--- src/hw/rtl/assert_macros.svh ---
// ----------------------------------------------------------------------------
// assert_macros.svh
// Assertion shorthands used by the packer RTL.
// ----------------------------------------------------------------------------
`ifndef ASSERT_MACROS_SVH
`define ASSERT_MACROS_SVH

// Same-cycle implication, disabled during reset.
`define ASSERT_IMPLIES(label, clk, rst_n, ante, cons) \
    label: assert property (@(posedge clk) disable iff (!rst_n) (ante) |-> (cons)) \
        else $error("assertion failed: implication");

// Next-cycle implication, disabled during reset.
`define ASSERT_NEXT(label, clk, rst_n, ante, cons) \
    label: assert property (@(posedge clk) disable iff (!rst_n) (ante) |=> (cons)) \
        else $error("assertion failed: next-cycle implication");

`endif

--- src/hw/rtl/tlzfp_pkg.sv ---
// ----------------------------------------------------------------------------
// tlzfp_pkg
// Types and constants shared by the two-level zero-flag packer.
// ----------------------------------------------------------------------------
package tlzfp_pkg;

    localparam logic [1:0] KIND_DATA  = 2'd0;
    localparam logic [1:0] KIND_BFLAG = 2'd1;
    localparam logic [1:0] KIND_AFLAG = 2'd2;

    localparam logic [7:0] FLAG_TOP   = 8'h80;
    localparam logic [2:0] GROUP_MASK = 3'd7;
    localparam logic [3:0] GROUP_SIZE = 4'd8;

    // emit bit positions in a queued command
    localparam int EMIT_DATA  = 0;
    localparam int EMIT_BFLAG = 1;
    localparam int EMIT_AFLAG = 2;

    typedef struct packed {
        logic [7:0] data_byte;
        logic       stream_start;
    } in_item_t;

    typedef struct packed {
        logic [7:0] out_byte;
        logic [1:0] out_kind;
        logic       run_last;
    } out_item_t;

    // one classified input byte: payloads plus which results it emits
    typedef struct packed {
        logic [7:0] data_byte;
        logic [7:0] b_flag;
        logic [7:0] a_flag;
        logic [2:0] emit;
    } cmd_t;

    // queue status seen by both sides
    typedef struct packed {
        logic full;
        logic empty;
    } q_status_t;

endpackage

--- src/hw/rtl/two_level_zero_flag_packer.sv ---
// ----------------------------------------------------------------------------
// two_level_zero_flag_packer
// Zero-byte suppression packer with byte (B) and group (A) flags.
// ----------------------------------------------------------------------------
// Feed bytes from the end of the stream toward its start, with stream_start
// on the first one; length_mod_64 is latched from the config channel and is
// read at that stream start. An input byte is accepted whenever the
// internal command queue (QUEUE_DEPTH entries) has room. Each byte yields
// zero to three results (data byte, B flag, A flag, in that order), and the
// back end drives one result per cycle into the output register while that
// register is empty or being popped. The queue lets the input take further
// bytes while earlier ones are still emitting results; the input stalls when
// the queue is full. Each result passes through the queue, the working
// command register and the output register.
// ----------------------------------------------------------------------------
`include "assert_macros.svh"

module two_level_zero_flag_packer
    import tlzfp_pkg::*;
#(
    parameter int QUEUE_DEPTH = 4
)
(
    input  logic       clk,
    input  logic       rst_n,
    input  logic       push,
    output logic       full,
    input  in_item_t   in_item,
    output logic       empty,
    input  logic       pop,
    output out_item_t  out_item,
    input  logic       cfg_valid,
    output logic       cfg_ready,
    input  logic [5:0] cfg_data
);

    q_status_t q_status;
    logic      q_push;
    logic      q_pop;
    cmd_t      q_wr_cmd;
    cmd_t      q_rd_cmd;

    assign cfg_ready = 1'b1;

    tlzfp_front u_front (
        .clk       (clk),
        .rst_n     (rst_n),
        .push      (push),
        .full      (full),
        .in_item   (in_item),
        .cfg_valid (cfg_valid),
        .cfg_data  (cfg_data),
        .q_status  (q_status),
        .q_push    (q_push),
        .q_cmd     (q_wr_cmd)
    );

    tlzfp_cmd_queue #(
        .DEPTH (QUEUE_DEPTH)
    ) u_queue (
        .clk    (clk),
        .rst_n  (rst_n),
        .wr_en  (q_push),
        .wr_cmd (q_wr_cmd),
        .rd_en  (q_pop),
        .rd_cmd (q_rd_cmd),
        .status (q_status)
    );

    tlzfp_back u_back (
        .clk      (clk),
        .rst_n    (rst_n),
        .q_status (q_status),
        .q_cmd    (q_rd_cmd),
        .q_pop    (q_pop),
        .empty    (empty),
        .pop      (pop),
        .out_item (out_item)
    );

    `ASSERT_IMPLIES(a_queue_flags, clk, rst_n, q_status.full, !q_status.empty)
    `ASSERT_IMPLIES(a_pop_nonempty, clk, rst_n, q_pop, !q_status.empty)
    `ASSERT_IMPLIES(a_kind_legal, clk, rst_n, !empty, out_item.out_kind <= KIND_AFLAG)
    `ASSERT_IMPLIES(a_aflag_last, clk, rst_n, !empty && (out_item.out_kind == KIND_AFLAG), out_item.run_last)

endmodule

--- src/hw/rtl/tlzfp_cmd_queue.sv ---
// ----------------------------------------------------------------------------
// tlzfp_cmd_queue
// Short FIFO of classified commands between the front and back ends.
// ----------------------------------------------------------------------------
module tlzfp_cmd_queue
    import tlzfp_pkg::*;
#(
    parameter int DEPTH = 4
)
(
    input  logic      clk,
    input  logic      rst_n,
    input  logic      wr_en,
    input  cmd_t      wr_cmd,
    input  logic      rd_en,
    output cmd_t      rd_cmd,
    output q_status_t status
);

    localparam int PTR_W = (DEPTH > 1) ? $clog2(DEPTH) : 1;
    localparam int CNT_W = $clog2(DEPTH + 1);

    cmd_t             slot_reg [DEPTH];
    logic [PTR_W-1:0] wr_ptr_reg, wr_ptr_next;
    logic [PTR_W-1:0] rd_ptr_reg, rd_ptr_next;
    logic [CNT_W-1:0] count_reg, count_next;

    logic do_wr;
    logic do_rd;

    assign status.full  = (count_reg == CNT_W'(DEPTH));
    assign status.empty = (count_reg == '0);
    assign do_wr = wr_en && !status.full;
    assign do_rd = rd_en && !status.empty;
    assign rd_cmd = slot_reg[rd_ptr_reg];

    always_comb
    begin
        wr_ptr_next = wr_ptr_reg;
        rd_ptr_next = rd_ptr_reg;
        count_next  = count_reg;
        if (do_wr)
        begin
            wr_ptr_next = (wr_ptr_reg == PTR_W'(DEPTH - 1)) ? '0 : wr_ptr_reg + 1'b1;
        end
        if (do_rd)
        begin
            rd_ptr_next = (rd_ptr_reg == PTR_W'(DEPTH - 1)) ? '0 : rd_ptr_reg + 1'b1;
        end
        if (do_wr && !do_rd)
        begin
            count_next = count_reg + 1'b1;
        end
        else if (do_rd && !do_wr)
        begin
            count_next = count_reg - 1'b1;
        end
    end

    always_ff @(posedge clk or negedge rst_n)
    begin
        if (!rst_n)
        begin
            wr_ptr_reg <= '0;
            rd_ptr_reg <= '0;
            count_reg  <= '0;
        end
        else
        begin
            wr_ptr_reg <= wr_ptr_next;
            rd_ptr_reg <= rd_ptr_next;
            count_reg  <= count_next;
        end
    end

    always_ff @(posedge clk)
    begin
        if (do_wr)
        begin
            slot_reg[wr_ptr_reg] <= wr_cmd;
        end
    end

endmodule

--- src/hw/rtl/tlzfp_front.sv ---
// ----------------------------------------------------------------------------
// tlzfp_front
// Accepts input bytes, tracks group flags and counters, and queues one
// command per byte that yields results, describing those results.
// ----------------------------------------------------------------------------
module tlzfp_front
    import tlzfp_pkg::*;
(
    input  logic      clk,
    input  logic      rst_n,
    input  logic      push,
    output logic      full,
    input  in_item_t  in_item,
    input  logic      cfg_valid,
    input  logic [5:0] cfg_data,
    input  q_status_t q_status,
    output logic      q_push,
    output cmd_t      q_cmd
);

    logic [5:0] len_reg;
    logic [7:0] bflag_reg, bflag_next;
    logic [7:0] aflag_reg, aflag_next;
    logic [3:0] bleft_reg, bleft_next;
    logic [3:0] gleft_reg, gleft_next;

    logic       accept;
    logic [7:0] bflag_cur;
    logic [7:0] aflag_cur;
    logic [3:0] bleft_cur;
    logic [3:0] gleft_cur;
    logic [2:0] b_load;
    logic [6:0] len_round;
    logic [2:0] a_load;
    logic       nz;
    logic [7:0] bflag_sh;
    logic [7:0] aflag_sh;
    logic       group_done;
    logic       block_done;

    assign full   = q_status.full;
    assign accept = push && !q_status.full;

    assign b_load    = len_reg[2:0] & GROUP_MASK;
    assign len_round = {1'b0, len_reg} + 7'd7;
    assign a_load    = len_round[5:3] & GROUP_MASK;

    always_comb
    begin
        // a stream start reloads alignment before the byte is counted
        if (in_item.stream_start)
        begin
            bflag_cur = '0;
            aflag_cur = '0;
            bleft_cur = (b_load == '0) ? GROUP_SIZE : {1'b0, b_load};
            gleft_cur = (a_load == '0) ? GROUP_SIZE : {1'b0, a_load};
        end
        else
        begin
            bflag_cur = bflag_reg;
            aflag_cur = aflag_reg;
            bleft_cur = bleft_reg;
            gleft_cur = gleft_reg;
        end

        nz         = (in_item.data_byte != '0);
        bflag_sh   = {nz, bflag_cur[7:1]};
        aflag_sh   = {(bflag_sh != '0), aflag_cur[7:1]};
        group_done = (bleft_cur <= 4'd1) || (bleft_cur > GROUP_SIZE);
        block_done = (gleft_cur <= 4'd1) || (gleft_cur > GROUP_SIZE);

        q_cmd.data_byte        = in_item.data_byte;
        q_cmd.b_flag           = bflag_sh;
        q_cmd.a_flag           = aflag_sh;
        q_cmd.emit             = '0;
        q_cmd.emit[EMIT_DATA]  = nz;
        q_cmd.emit[EMIT_BFLAG] = group_done && (bflag_sh != '0);
        q_cmd.emit[EMIT_AFLAG] = group_done && block_done;

        if (group_done)
        begin
            bflag_next = '0;
            bleft_next = GROUP_SIZE;
            if (block_done)
            begin
                aflag_next = '0;
                gleft_next = GROUP_SIZE;
            end
            else
            begin
                aflag_next = aflag_sh;
                gleft_next = gleft_cur - 1'b1;
            end
        end
        else
        begin
            bflag_next = bflag_sh;
            bleft_next = bleft_cur - 1'b1;
            aflag_next = aflag_cur;
            gleft_next = gleft_cur;
        end
    end

    // a byte with no result still advances the state but queues nothing
    assign q_push = accept && (q_cmd.emit != '0);

    always_ff @(posedge clk or negedge rst_n)
    begin
        if (!rst_n)
        begin
            len_reg   <= '0;
            bflag_reg <= '0;
            aflag_reg <= '0;
            bleft_reg <= GROUP_SIZE;
            gleft_reg <= GROUP_SIZE;
        end
        else
        begin
            if (cfg_valid)
            begin
                len_reg <= cfg_data;
            end
            if (accept)
            begin
                bflag_reg <= bflag_next;
                aflag_reg <= aflag_next;
                bleft_reg <= bleft_next;
                gleft_reg <= gleft_next;
            end
        end
    end

endmodule

--- src/hw/rtl/tlzfp_back.sv ---
// ----------------------------------------------------------------------------
// tlzfp_back
// Pulls commands from the queue and emits their results one per cycle
// through an output register, while that register is empty or popped.
// ----------------------------------------------------------------------------
module tlzfp_back
    import tlzfp_pkg::*;
(
    input  logic      clk,
    input  logic      rst_n,
    input  q_status_t q_status,
    input  cmd_t      q_cmd,
    output logic      q_pop,
    output logic      empty,
    input  logic      pop,
    output out_item_t out_item
);

    cmd_t       cur_reg, cur_next;
    logic [2:0] rem_reg, rem_next;
    logic       out_valid_reg, out_valid_next;
    out_item_t  out_reg, out_next;

    logic       out_free;
    logic [2:0] sel;
    logic       take;
    logic [2:0] rem_after;
    logic [2:0] rem_left;

    assign out_free = !out_valid_reg || pop;
    assign empty    = !out_valid_reg;
    assign out_item = out_reg;

    always_comb
    begin
        sel = '0;
        if (rem_reg[EMIT_DATA])
        begin
            sel[EMIT_DATA] = 1'b1;
        end
        else if (rem_reg[EMIT_BFLAG])
        begin
            sel[EMIT_BFLAG] = 1'b1;
        end
        else if (rem_reg[EMIT_AFLAG])
        begin
            sel[EMIT_AFLAG] = 1'b1;
        end

        take      = out_free && (rem_reg != '0);
        rem_left  = rem_reg & ~sel;
        rem_after = take ? rem_left : rem_reg;

        // refill the working command as soon as its last result goes out
        q_pop    = (rem_after == '0) && !q_status.empty;
        rem_next = q_pop ? q_cmd.emit : rem_after;
        cur_next = q_pop ? q_cmd : cur_reg;

        out_valid_next = out_valid_reg;
        out_next       = out_reg;
        if (take)
        begin
            out_valid_next    = 1'b1;
            out_next.run_last = (rem_left == '0);
            if (sel[EMIT_DATA])
            begin
                out_next.out_byte = cur_reg.data_byte;
                out_next.out_kind = KIND_DATA;
            end
            else if (sel[EMIT_BFLAG])
            begin
                out_next.out_byte = cur_reg.b_flag;
                out_next.out_kind = KIND_BFLAG;
            end
            else
            begin
                out_next.out_byte = cur_reg.a_flag;
                out_next.out_kind = KIND_AFLAG;
            end
        end
        else if (pop)
        begin
            out_valid_next = 1'b0;
        end
    end

    always_ff @(posedge clk or negedge rst_n)
    begin
        if (!rst_n)
        begin
            rem_reg       <= '0;
            out_valid_reg <= 1'b0;
        end
        else
        begin
            rem_reg       <= rem_next;
            out_valid_reg <= out_valid_next;
        end
    end

    always_ff @(posedge clk)
    begin
        cur_reg <= cur_next;
        out_reg <= out_next;
    end

endmodule

--- config.mk ---
export PLATFORM = sky130hd
export DESIGN_NAME = two_level_zero_flag_packer
export DESIGN_NICKNAME = d
export VERILOG_FILES = /design/src/hw/rtl/tlzfp_pkg.sv /design/src/hw/rtl/two_level_zero_flag_packer.sv /design/src/hw/rtl/tlzfp_cmd_queue.sv /design/src/hw/rtl/tlzfp_front.sv /design/src/hw/rtl/tlzfp_back.sv
export VERILOG_INCLUDE_DIRS = /design/src /design/src/hw/rtl
export SDC_FILE = /design/constraint.sdc
export NUM_CORES = 1
export LEC_CHECK = 0
export ABC_AREA = 1
export BUFFER_PORTS_ARGS = -buffer_cell sky130_fd_sc_hd__buf_2
export CAP_MARGIN = 20
export CORE_MARGIN = 4
export CORE_UTILIZATION = 46
export CTS_CLUSTER_DIAMETER = 30
export DETAILED_ROUTE_END_ITERATION = 6
export SLEW_MARGIN = 20
export SYNTH_ARGS = -nofsm -noshare
export SYNTH_HDL_FRONTEND = slang
export SYNTH_SLANG_ARGS = --single-unit
--- constraint.sdc ---
create_clock -name clk -period 5.1 [get_ports clk]
set_input_delay 0.255 -clock clk [delete_from_list [all_inputs] [get_ports clk]]
set_output_delay 0.255 -clock clk [all_outputs]
set_load 0.05 [all_outputs]
Yosys cells after proc, flatten, opt, wreduce, memory -nomap -nowiden --
Memory sizes are Yosys's and may differ from the RTL's. Index checks and enable logic that the tools add are counted.
Cells by class: muxes and demuxes 29, reduce and logical (&&, ||, !) cells 29, $add $sub $neg 7, divide/modulo/power cells 0, $lt $le $gt $ge 4, $mul 0, bitwise gates (word level) 2, eq/ne operators 3, shifts and indexed selects 0
Operator list (count):
- $mux 8 | 5
- $mux 4 | 7
- $mux 10 | 2
- $reduce_bool 8->1 | 2
- $logic_not 3->1 | 5
- $mux 3 | 4
- $logic_and 1x1->1 | 10
- $gt 4x4->1 const B | 2
- $le 4x1->1 const B | 2
- $mux 1 | 8
- $sub 4x1->4 const B | 2
- $add 6x3->6 const B | 1
- $mux 2 | 3
- $reduce_bool 3->1 | 2
- $logic_not 1->1 | 5
- $add 2x1->2 const B | 2
- $eq 2x2->1 const B | 2
- $reduce_bool 2->1 | 2
- $add 3x1->3 const B | 1
- $and 3x3->3 | 1
- $eq 3x3->1 const B | 1
- $logic_or 1x1->1 | 3
- $not 3->3 | 1
- $sub 3x1->3 const B | 1
Word-level totals: memories kept 1, input port bits 20, bits in writable memories 108, bits in latches 0, memory bits (read-only) 0, logic and storage cells 91, flip-flop bits (word level) 75
Memory list:
- u_queue.slot_reg | depth 4, width 27, rd ports 1, clocked after memory_dff 0, write ports 1, line tlzfp_cmd_queue.sv:23 | cmd_t slot_reg [DEPTH];

Logic depth before layout (Yosys ltp) --
Gate-level depths: netlist of the first run.
depth in word-level cells 14, depth in mapped cells 21

Modules after synthesis --
A second synthesis of the first run with hierarchy kept.
Second synthesis, totals: cells, all modules 731, area, all modules 8116.5 um2
By module, submodules not included:
- tlzfp_cmd_queue | area each 4780.8 um2, times used 1, cells each 375, sequential area each 3418.3 um2
- tlzfp_front | area each 1871.8 um2, times used 1, cells each 249, sequential area each 703.2 um2
- tlzfp_back | area each 1452.6 um2, times used 1, cells each 105, sequential area each 1151.1 um2
- two_level_zero_flag_packer | area each 11.3 um2, times used 1, cells each 2, sequential area each 0.0 um2

Least setup slack after synthesis of the first run --
No wires, ideal clock.
path type reg2reg, from register u_front.len_reg[1], to memory u_queue.slot_reg[3][10] (netlist bit), enable pin, arrival time 2.887 ns, setup time 0.409 ns, path slack 1.804 ns, period minus slack after synthesis 3.296 ns, path buffers 0, stages on the path, launching flop included 14, cell sequence dfrtp_1 nor2_2 nand2_2 nand2_1 nand2_1 o21ai_0 inv_1 ha_1 a21boi_1 nand2_2 nand3_2 nand2_2 nand2_2 nor2_1
Between the ends: cells in the longest elaborated chain, start to end 12
Ends and longest elaborated chain:
- start: declaration | line tlzfp_front.sv:21 | logic [5:0] len_reg;
- start signal: assignment | line tlzfp_front.sv:121 | len_reg <= cfg_data;
- $add 6x3->6 | line tlzfp_front.sv:45 | assign len_round = {1'b0, len_reg} + 7'd7;
- $logic_not 3->1 | line tlzfp_front.sv:56 | gleft_cur = (a_load == '0) ? GROUP_SIZE : {1'b0, a_load};
- $mux 4 | line tlzfp_front.sv:56
- $mux 4 | line tlzfp_front.sv:51 | if (in_item.stream_start)
- $le 4x1->1 / $gt 4x4->1 (equally long branches) | line tlzfp_front.sv:70 | block_done = (gleft_cur <= 4'd1) || (gleft_cur > GROUP_SIZE);
- $logic_or 1x1->1 | line tlzfp_front.sv:70
- $logic_and 1x1->1 | line tlzfp_front.sv:78 | q_cmd.emit[EMIT_AFLAG] = group_done && block_done;
- $reduce_bool 3->1 (*) | line tlzfp_front.sv:105 | assign q_push = accept && (q_cmd.emit != '0);
- $logic_and 1x1->1 (*) | line tlzfp_front.sv:105
- $logic_and 1x1->1 (*) | line tlzfp_cmd_queue.sv:33 | assign do_wr = wr_en && !status.full;
- $mux 1 (*) | line tlzfp_cmd_queue.sv:78 | if (do_wr)
- $mux 1 (not written as such) (*) | line tlzfp_cmd_queue.sv:80 | slot_reg[wr_ptr_reg] <= wr_cmd;
- end: declaration | line tlzfp_cmd_queue.sv:23
Mark *: on every way between the ends. The rest lies on a longest branch, timed or not.

Worst setup path after layout of the first run --
from register u_front.len_reg[1], to register u_queue.count_reg[1]
RTL lines:
- $add 6x3->6 | line tlzfp_front.sv:45
- $logic_not 3->1 | line tlzfp_front.sv:56
- $mux 4 | line tlzfp_front.sv:56
- $mux 4 | line tlzfp_front.sv:51
- $le 4x1->1 / $gt 4x4->1 (equally long branches) | line tlzfp_front.sv:70
- $logic_or 1x1->1 | line tlzfp_front.sv:70
- $logic_and 1x1->1 | line tlzfp_front.sv:78
- $reduce_bool 3->1 (*) | line tlzfp_front.sv:105
- $logic_and 1x1->1 (*) | line tlzfp_front.sv:105
- $logic_and 1x1->1 (*) | line tlzfp_cmd_queue.sv:33
- net u_queue.do_wr | line tlzfp_cmd_queue.sv:28 | logic do_wr;
- $logic_and 1x1->1 (*) | line tlzfp_cmd_queue.sv:50 | if (do_wr && !do_rd)
- $mux 3 (*) | line tlzfp_cmd_queue.sv:50
- net u_queue.count_next[1] | line tlzfp_cmd_queue.sv:26 | logic [CNT_W-1:0] count_reg, count_next;
- end signal: assignment | line tlzfp_cmd_queue.sv:72 | count_reg <= count_next;
- end: declaration | line tlzfp_cmd_queue.sv:26
The timed path passes the listed nets; every way through them passes the cells marked *. A chain may end at the register's enable or synchronous reset.

==> results of run 1 <==
[placed cells by master, fill, tap and decap left out, types with 7 or more instances in the layout]
cell type  instances
a21oi_1            8
buf_2             32
buf_4              8
clkbuf_16         17
dfrtp_1           37
edfxtp_1         139
ha_1              11
inv_1             59
inv_2              8
nand2_1           89
nand3_1           21
nor2_1            79
nor2_2             7
o21ai_0           67
o22ai_1           32
[cell families (layout without fill, tap and decap cells)]
logic type | Yosys count | count (layout) | synth area share
mux | 3 | 3 | 0.004534
buf+inv | 95 | 141 | 0.05139
flops | 178 | 178 | 0.6915
other cells | 1 | 1 | 0.0005033
simple gates | 214 | 214 | 0.1221
fa+ha+maj | 12 | 12 | 0.02116
xor+xnor | 6 | 6 | 0.008062
compound gates | 127 | 127 | 0.1008
[per-layer routing]
| metal | vias up | share of wire | wire length, um | track usage |
|---|---|---|---|---|
| met5 | - | 0 | 0 | 0 |
| met4 | 0 | 0.022 | 302 | 0.06439 |
| met3 | 20 | 0.053 | 741 | 0.03863 |
| met2 | 108 | 0.47 | 6572 | 0.2633 |
| met1 | 2181 | 0.46 | 6364 | 0.2198 |
| li1 | 2252 | - | - | - |
[metrics by stage]
step	total power, mW	instance area (um^2)	cells	util	hold WS, ps
finish	5.361	8467	898	0.5330	39.72
detailed placement	4.028	7829	865	0.4928	448.7
CTS	5.410	8467	898	0.5330	28.73
global placement	3.988	7829	865	0.4928	427.0
floorplan	3.549	7451	636	-	-40.59
global route	5.719	8467	898	0.5330	41.80
[layout make-up]
class                      instances  area (um^2)
clock buffer                      18        429.2
tap                              216        270.3
inverter                          68        257.7
timing repair buffer              41        230.2
sequential                       178         5152
clock inverter                    14        198.9
multi-input combinational        363         1928
fill                            1387         7418
[worst min-delay path, cell delays in order]
cell and delay [ps]:
buf_2 70, nand2_1 40, o21ai_0 50
[worst min-delay path by stage]
stage | start | slack (ps) | cells past startpoint | end
floorplan | rst_n | -40 | 0 | u_back.out_valid_reg
detailed placement | rst_n | 450 | 1 | u_back.out_valid_reg
finish | cfg_data[0] | 40 | 3 | u_front.len_reg[0]
global placement | rst_n | 430 | 1 | u_back.out_valid_reg
global route | cfg_data[5] | 40 | 3 | u_front.len_reg[5]
CTS | cfg_data[0] | 30 | 3 | u_front.len_reg[0]
[power by group through the flow]
stage,registers (mW),clock network [mW],logic [mW]
floorplan,2.46,0,1.09
detailed placement,2.33,0,1.69
finish,2.30,1.38,1.68
global placement,2.32,0,1.66
CTS,2.31,1.40,1.70
global route,2.35,1.47,1.90
==> results.yml, run 1 <==
run_status:
  run_status: "finished, final reports clean"
power_and_ir_drop:
  share_seq_of_total_power: 0.429
  static-leakage-power_nw: 3.315
  power-per-cell-area_nw_per_um2: 633.1
  clockPowerShare: 0.257
  power_report.internal_total_mw: 3.449
  comb_power_share: 0.314
  ir_worst_vdd_uv: 293.3
  power.switching_fraction: 0.3566
  power.net_switching_mw: 1.912
sta:
  timing.final.ws_setup_ps: 1751
  finalClockSkew_ps: 11.69
  rsz0062_at_grt: "no"
  timing.slew.headroom: 0.3155
  timing.final.hold_violations: 0
  worst-slew-pin-transition_ps: 1027
  period_share: 0.6566
  timing.final.setup_violations: 0
  timing.fmax_mhz: 298.6
  final-max-slew-violation-count: 0
  final.setup.tns_ps: 0
  layout_min_cycle_time_ps: 3349
setup_path:
  critPathMaxFanout: 7
  worstSetupStartpoint: "u_front.len_reg[1]"
  worst_path_dominant_cell_family: "simple AND/OR/NAND/NOR gates"
  cp_slowest_stage_delay_ps: 410
  worst_ep_required_time_ps: 5410
  critical-path-slowest-cell: "fa_1"
  critPathLaunchType: "register"
  worst-setup-path-type: "reg -> reg"
  worstPathArrival_ps: 3650
  cp.buffers_inverters: 3
  worst_r2r_endpoint: "u_queue.count_reg[1]"
  number_of_logic_stages_on_the_critical_path_including_buffering: 18
  crit_end: "u_queue.count_reg[1]"
  critical_path.cell_chain: "nor2_2 -> nand2_2 -> nand2_1 -> nand2_1 -> o21ai_0 -> inv_1 -> ha_1 -> or2_2 -> nand2_1 -> nand3_2 -> nand3_2 -> nand2_2 -> nand2_2 -> inv_2 -> ha_1 -> inv_1 -> fa_1 -> mux2_2"
  critical_path.reg2reg.startpoint: "u_front.len_reg[1]"
  critical_path_endpoint_category: "register"
  ff2ff_setup_slack_ps: 1750
  r2r_cells: 18
floorplanning:
  die-width_um: 135.3
  die-area_um2: 18300
  io_pins: 34
  core_area_um2: 15890
  floorplan.die.height_um: 135.3
  initial_core_util: 0.4690
  core.rowCount: 46
grt:
  grt_pass1_vias: 4532
  grt_start_max_net_pins: 57
  grt_pass1_wl_um: 23270
  global_route.usage.total: 0.1647
  grt.overflow.total: 0
  initial_antenna_violation_count: 0
detailed_routing:
  antenna_left: 0
  drc: 0
  via_count: 4561
  routedWlPerCell_um: 15.57
  route.detailed.vias_per_inst: 5.079
  drtIter0Drc: 324
  detail_route.wirelength_um: 13980
  detailedRoute.firstPassIterationCount: 5
clock_network:
  clock_sink_count: 178
  cts.path.max_buffers: 2
  insertion_delay_ps: 420
  post_cts_buffers: 0
  htreeDepth: 4
  clk_transition_reported_paths_ps: 60
  post_cts.resized_instances: 0
  post_cts_hold_buffer_count: 1
  clockRootBuffer: "clkbuf_16"
  cts_tree: "built"
  cts-buffers-inserted: 17
cells_and_area:
  largest_register_ff_count: 104
  area_growth_pct: 13.64
  insertedDiodeCount: 0
  nets: 701
  drive_gt1_frac: 0.1730
synthesis:
  post-synth-top-count-cell: "edfxtp_1"
  synth.top_cell.area_share: 0.5602
  postSynthNetCount: 668
  synth-edff-count: 139
  library_cell_occupying_the_most_area_in_the_post_synthesis_netlist: "edfxtp_1"
  share_of_async_settable_or_async_resettable_flops_after_synthesis: 0.2191
  ys_types: 43
  synth.yosys.seq_area_share: 0.6915
  postSynth.topFlopCell: "edfxtp_1"
  netlist_instances: 636
  syn-mean-instance-area_um2: 11.72
  synthesis.yosys.warnings: 0
  ys_top_cells_by_count: "edfxtp_1 (139), nand2_1 (89), nor2_1 (84)"
  synth.top_cells.by_area: "edfxtp_1 (56%), dfrtp_1 (12%), o21ai_0 (4.5%)"
  postSynthRegisterBits: 178
  post_synth_instance_area_um2: 7451
placed_design:
  buffer_ports.inserted: 32
  hpwlAfterDp_um: 9179
  pre_cts_slack_ps: 1585
  finalWeightedCongestion: 0.7973
min_path:
  hold_class: "in -> reg"
flow_run:
  drv.max_cap_violation_count: 0
Note: power is estimated with default switching activity, not from simulation.
==> inputs of run 2 (changes only) <==
==> constraint.sdc (replaced) <==
create_clock -name clk -period 3.2 [get_ports clk]
set_input_delay 0.16 -clock clk [delete_from_list [all_inputs] [get_ports clk]]
set_output_delay 0.16 -clock clk [all_outputs]
set_load 0.05 [all_outputs]
==> run 2 against run 1 <==
Net effect: cell area rose by 3.2%; non-clock buffer count rose by 23; flip-flop and latch count is the same; critical path depth unchanged.
==> results.yml, run 2 (same netlist as run 1, synthesis figures left out) <==
sta:
  finalClockSkew_ps: 6.918
  period_share: 0.9189
  timing.final.hold_violations: 0
  final-max-slew-violation-count: 0
  worst-slew-pin-transition_ps: 908.4
  rsz0062_at_grt: "no"
  timing.final.setup_violations: 0
  timing.fmax_mhz: 340.1
  fin_hold_ws_ps: 25.98
  timing.slew.headroom: 0.3944
  layout_min_cycle_time_ps: 2941
grt:
  grt_pass1_vias: 4663
  global_route.usage.total: 0.1729
  grt_start_max_net_pins: 56
  globalRoute.busiestLayer: "met2"
  grt.overflow.total: 0
  initial_antenna_violation_count: 0
  groute.layer.met2.usage: 0.2779
  groute.layer.met1.usage: 0.2331
  grt_pass1_wl_um: 24180
  met3_usage: 0.04643
placed_design:
  numPlacedInstances: 874
  hpwlAfterDp_um: 9138
  buffer_ports.inserted: 32
  dpl-instance-area_um2: 7896
  finalWeightedCongestion: 0.7797
setup_path:
  worst_ep_required_time_ps: 3500
  worstPathArrival_ps: 3240
  worst-setup-path-type: "reg -> reg"
  critPathMaxFanout: 3
  critical_path.reg2reg.startpoint: "u_front.len_reg[2]"
  critical_path_endpoint_category: "register"
  critPathLaunchType: "register"
  worstSetupStartpoint: "u_front.len_reg[2]"
clock_network:
  htreeDepth: 4
  insertion_delay_ps: 420
  post_cts_buffers: 0
  clk_transition_reported_paths_ps: 60
  cts.path.max_buffers: 2
  cts_tree: "built"
  clockRootBuffer: "clkbuf_16"
  cts-buffers-inserted: 17
  clock_sink_count: 178
run_status:
  run_status: "finished, final reports clean"
cells_and_area:
  num-fill-cells: 1346
  largest_register_ff_count: 104
  most_common_cell_after_layout_fill_and_taps_aside: "edfxtp_1"
  area_growth_pct: 17.26
  finish.instance_area_um2: 8737
  insertedDiodeCount: 0
  ff_latch_area_um2: 5152
  nets: 724
  final_core_utilization: 0.5500
  final_cell_mix: "edfxtp_1 (139), nand2_1 (88), nor2_1 (79), o21ai_0 (66), inv_1 (57)"
  multi_input_area_um2: 1944
  drive_gt1_frac: 0.1901
  final-instance-count-excl-fill: 921
detailed_routing:
  drc: 0
  via_count: 4667
  detail_route.wirelength_um: 14770
  antenna_left: 0
  route.detailed.vias_per_inst: 5.067
  drtIter0Drc: 427
  routedWlPerCell_um: 16.04
  detailedRoute.firstPassIterationCount: 5
power_and_ir_drop:
  ir_worst_vdd_uv: 567.4
  static-leakage-power_nw: 3.445
  power-per-cell-area_nw_per_um2: 1005
flow_run:
  drv.max_cap_violation_count: 0
floorplanning:
  core.rowCount: 46
  floorplan.die.height_um: 135.3
  die-width_um: 135.3
  core_area_um2: 15890
  die-area_um2: 18300
  initial_core_util: 0.4690
  io_pins: 34
min_path:
  hold_class: "in -> reg"
  hold_path_startpoint: "pop"
## run 2: cell types whose count changed in the layout (fill, tap and decap cells not counted), sizes merged
cell and change:
bufinv +2, clkbuf +2, clkinvlp -1, buf +9, dlygate4sd3 +14, clkinv +3
inv -6
## run 2: path summary, 6_finish.rpt
path	endpoint	depth (start not counted)	slack (ps)
min in group asynchronous	u_back.rem_reg[0]	2	400
worst max-delay path	u_queue.count_reg[1]	18	260
worst min register to register	u_front.aflag_reg[1]	2	490
max in group asynchronous	u_front.bflag_reg[5]	2	2220
worst min-delay path	u_back.out_valid_reg	4	30
worst max register to register	u_queue.count_reg[1]	18	260
## run 2: what timing repair did
action / in CTS / in global routing
hold endpoints to repair: 71 / 2
hold buffers: 14 / 1
resized for setup: 0 / 8
endpoints found under the setup margin: 0 / 2
## run 2: final cells by class
cell class,count,area share
inverters,68,0.02950
clock inverters,12,0.02377
clock buffers,20,0.05342
well taps,216,0.03093
flip-flops and latches,178,0.5897
repair buffers,64,0.05012
multi-input cells,363,0.2225
## run 2: through the flow
stage	TNS [ps]	total power [mW]	worst slack (ps)
after floorplan	-9953	5.657	-95.71
after global placement	0	6.419	161.0
after detailed placement	0	6.514	80.58
after CTS	0	8.862	67.97
after global routing	0	9.325	16.92
final	0	8.784	259.4
## run 2: per-layer routing
layer  part of all wire  vias to the layer above
met3              0.045                       14
li1                   -                     2288
met4             0.0090                        0
met1               0.47                     2284
met2               0.48                       81
met5                  0                        -
## run 2: worst max-delay path, stage by stage, from the launching register on
cell and delay [ps]:
dfrtp_1 390, nor2_2 170, nand2_2 80, nand2_1 100, nand2_2 70, o21ai_2 160, inv_2 70, ha_1 190
or2_2 280, nand2_1 80, nand3_2 70, nand3_2 80, nand2_2 80, nand2_2 80, inv_2 30, ha_1 170
inv_2 70, fa_1 400, mux2_2 270
## run 2: power breakdown
part	switching, mW	internal (mW)	leakage, nW
combinational	1.97	0.799	1.34
clock	0.813	1.52	0.335
sequential	0.240	3.44	1.77
==> inputs of run 3 (changes only) <==
==> constraint.sdc (replaced) <==
create_clock -name clk -period 2.4 [get_ports clk]
set_input_delay 0.12 -clock clk [delete_from_list [all_inputs] [get_ports clk]]
set_output_delay 0.12 -clock clk [all_outputs]
set_load 0.05 [all_outputs]
==> run 3 against run 2 <==
Net effect: the flow now finishes with violations (negative setup slack); final cell count grew 6.6%; setup slack lost 680 ps; largest power group unchanged; sequential power rose by 32%; first-iteration DRC count is 18% lower; power grew 38%; critical path depth is the same; flip-flop and latch count stayed put; global-route usage rose by 1.7 points; cell area rose by 8.1%; count of clock-buffer cells in the layout down 3.
==> results.yml, run 3 (same netlist as run 1, synthesis figures left out) <==
clock_network:
  insertion_delay_ps: 420
  cts.path.max_buffers: 2
  clockRootBuffer: "clkbuf_16"
  cts-buffers-inserted: 17
  clk_transition_reported_paths_ps: 70
  htreeDepth: 4
  clock_sink_count: 178
  cts_tree: "built"
sta:
  final-max-slew-violation-count: 0
  timing.fmax_mhz: 354.6
  timing.final.setup_violations: 107
  timing.slew.headroom: 0.3438
  timing.final.hold_violations: 0
  timing.final.ws_setup_ps: -420.3
  layout_min_cycle_time_ps: 2820
  finalClockSkew_ps: 7.289
  period_share: 1.175
  rsz0062_at_grt: "yes"
  worst-slew-pin-transition_ps: 984.3
  final.setup.tns_ps: -24880
cells_and_area:
  most_common_cell_after_layout_fill_and_taps_aside: "edfxtp_1"
  largest_register_ff_count: 104
  nets: 785
  drive_gt1_frac: 0.2663
  final_cell_mix: "edfxtp_1 (139), nand2_1 (82), nor2_1 (79), o21ai_0 (64), buf_4 (58)"
  area_growth_pct: 26.72
  insertedDiodeCount: 0
  final-instance-count-excl-fill: 982
  final_core_utilization: 0.5944
grt:
  groute.layer.met2.usage: 0.3211
  grt_pass1_wl_um: 25990
  grt_pass1_vias: 4907
  grt_start_max_net_pins: 56
  grt.overflow.total: 0
  globalRoute.busiestLayer: "met2"
  met3_usage: 0.03789
  global_route.usage.total: 0.1900
  initial_antenna_violation_count: 0
  groute.layer.met1.usage: 0.2465
setup_path:
  critPathMaxFanout: 3
  critical_path_endpoint_category: "register"
  worstPathArrival_ps: 3130
  critical_path.reg2reg.startpoint: "u_front.len_reg[2]"
  worst_r2r_endpoint: "u_queue.count_reg[1]"
  worst-setup-path-type: "reg -> reg"
  ff2ff_setup_slack_ps: -420
  r2r_cells: 18
  critPathLaunchType: "register"
  worst_ep_required_time_ps: 2710
power_and_ir_drop:
  report.power.total_mw: 12.14
  power-per-cell-area_nw_per_um2: 1285
  ir_worst_vdd_uv: 834.3
  static-leakage-power_nw: 3.745
detailed_routing:
  routedWlPerCell_um: 16.70
  route.detailed.vias_per_inst: 5.126
  detail_route.wirelength_um: 16400
  drc: 0
  via_count: 5034
  detailedRoute.firstPassIterationCount: 5
  antenna_left: 0
  drtIter0Drc: 351
floorplanning:
  initial_core_util: 0.4690
  core_area_um2: 15890
  floorplan.die.height_um: 135.3
  die-width_um: 135.3
  core.rowCount: 46
  die-area_um2: 18300
  io_pins: 34
min_path:
  hold_path_startpoint: "cfg_valid"
  hold-path-endpoint: "u_front.len_reg[4]"
  holdPathStages: 2
  hold_class: "in -> reg"
placed_design:
  hpwlAfterDp_um: 9521
  numPlacedInstances: 912
  pre_cts_slack_ps: -508.7
  buffer_ports.inserted: 32
  finalWeightedCongestion: 0.7498
run_status:
  run_status: "finished with violations"
  violations_in_the_final_reports: "negative setup slack"
flow_run:
  drv.max_cap_violation_count: 0
[run 3: what timing repair did]
item                                   in CTS  in global routing
pin swaps                                   9                  6
setup endpoints to repair                 107                107
gates resized for setup                    23                 21
buffers inserted                           12                  6
endpoints found under the hold margin      76                  0
gates cloned                                8                  1
hold buffers                               18                  0
[run 3: worst max path at each step]
stage,from,endpoint,slack (ps),cells after the start
global route,u_front.len_reg[2],u_queue.count_reg[1],-560,18
global placement,u_front.len_reg[2],u_queue.count_reg[1],-410,18
CTS,u_front.len_reg[1],u_queue.count_reg[1],-430,18
floorplan,u_front.len_reg[2],u_queue.count_reg[1],-440,18
finish,u_front.len_reg[2],u_queue.count_reg[1],-420,18
detailed placement,u_front.len_reg[2],u_queue.count_reg[1],-510,18
[run 3: area by class of cell]
cell class	instances	area (um^2)
fill	1276	6444
tap	216	270.3
sequential	178	5152
timing repair buffer	125	1107
multi-input combinational	363	2083
inverter	68	261.5
clock inverter	15	141.4
clock buffer	17	425.4
[run 3: worst max-delay path: stages (launching register included)]
cell	delay (ps)
dfrtp_1	410
nor2_4	140
nand2_2	90
nand2_2	80
nand2_2	60
o21ai_2	160
inv_2	90
ha_4	160
or2_4	250
nand2_4	70
nand3_4	70
nand3_4	80
nand2_4	70
nand2_4	70
inv_2	40
ha_4	140
inv_2	50
fa_1	400
mux2_4	280
[run 3: routing by layer]
metal,vias to the layer above,routed length [um]
li1,2419,-
met3,18,887
met4,0,297
met5,-,0
met1,2470,6964
met2,127,8256
[run 3: through the flow]
step           area [um^2]  hold WS (ps)
2_1_floorplan         7545        -175.6
3_5_place_dp          8328         327.4
6_report              9442         12.94
3_3_place_gp          8328         310.0
4_1_cts               9453         1.234
5_1_grt               9442         43.43
[run 3: power breakdown]
part | internal (mW) | switching, mW
combinational | 1.66 | 2.95
sequential | 4.58 | 0.289
clock | 1.52 | 1.14
total | 7.76 | 4.38
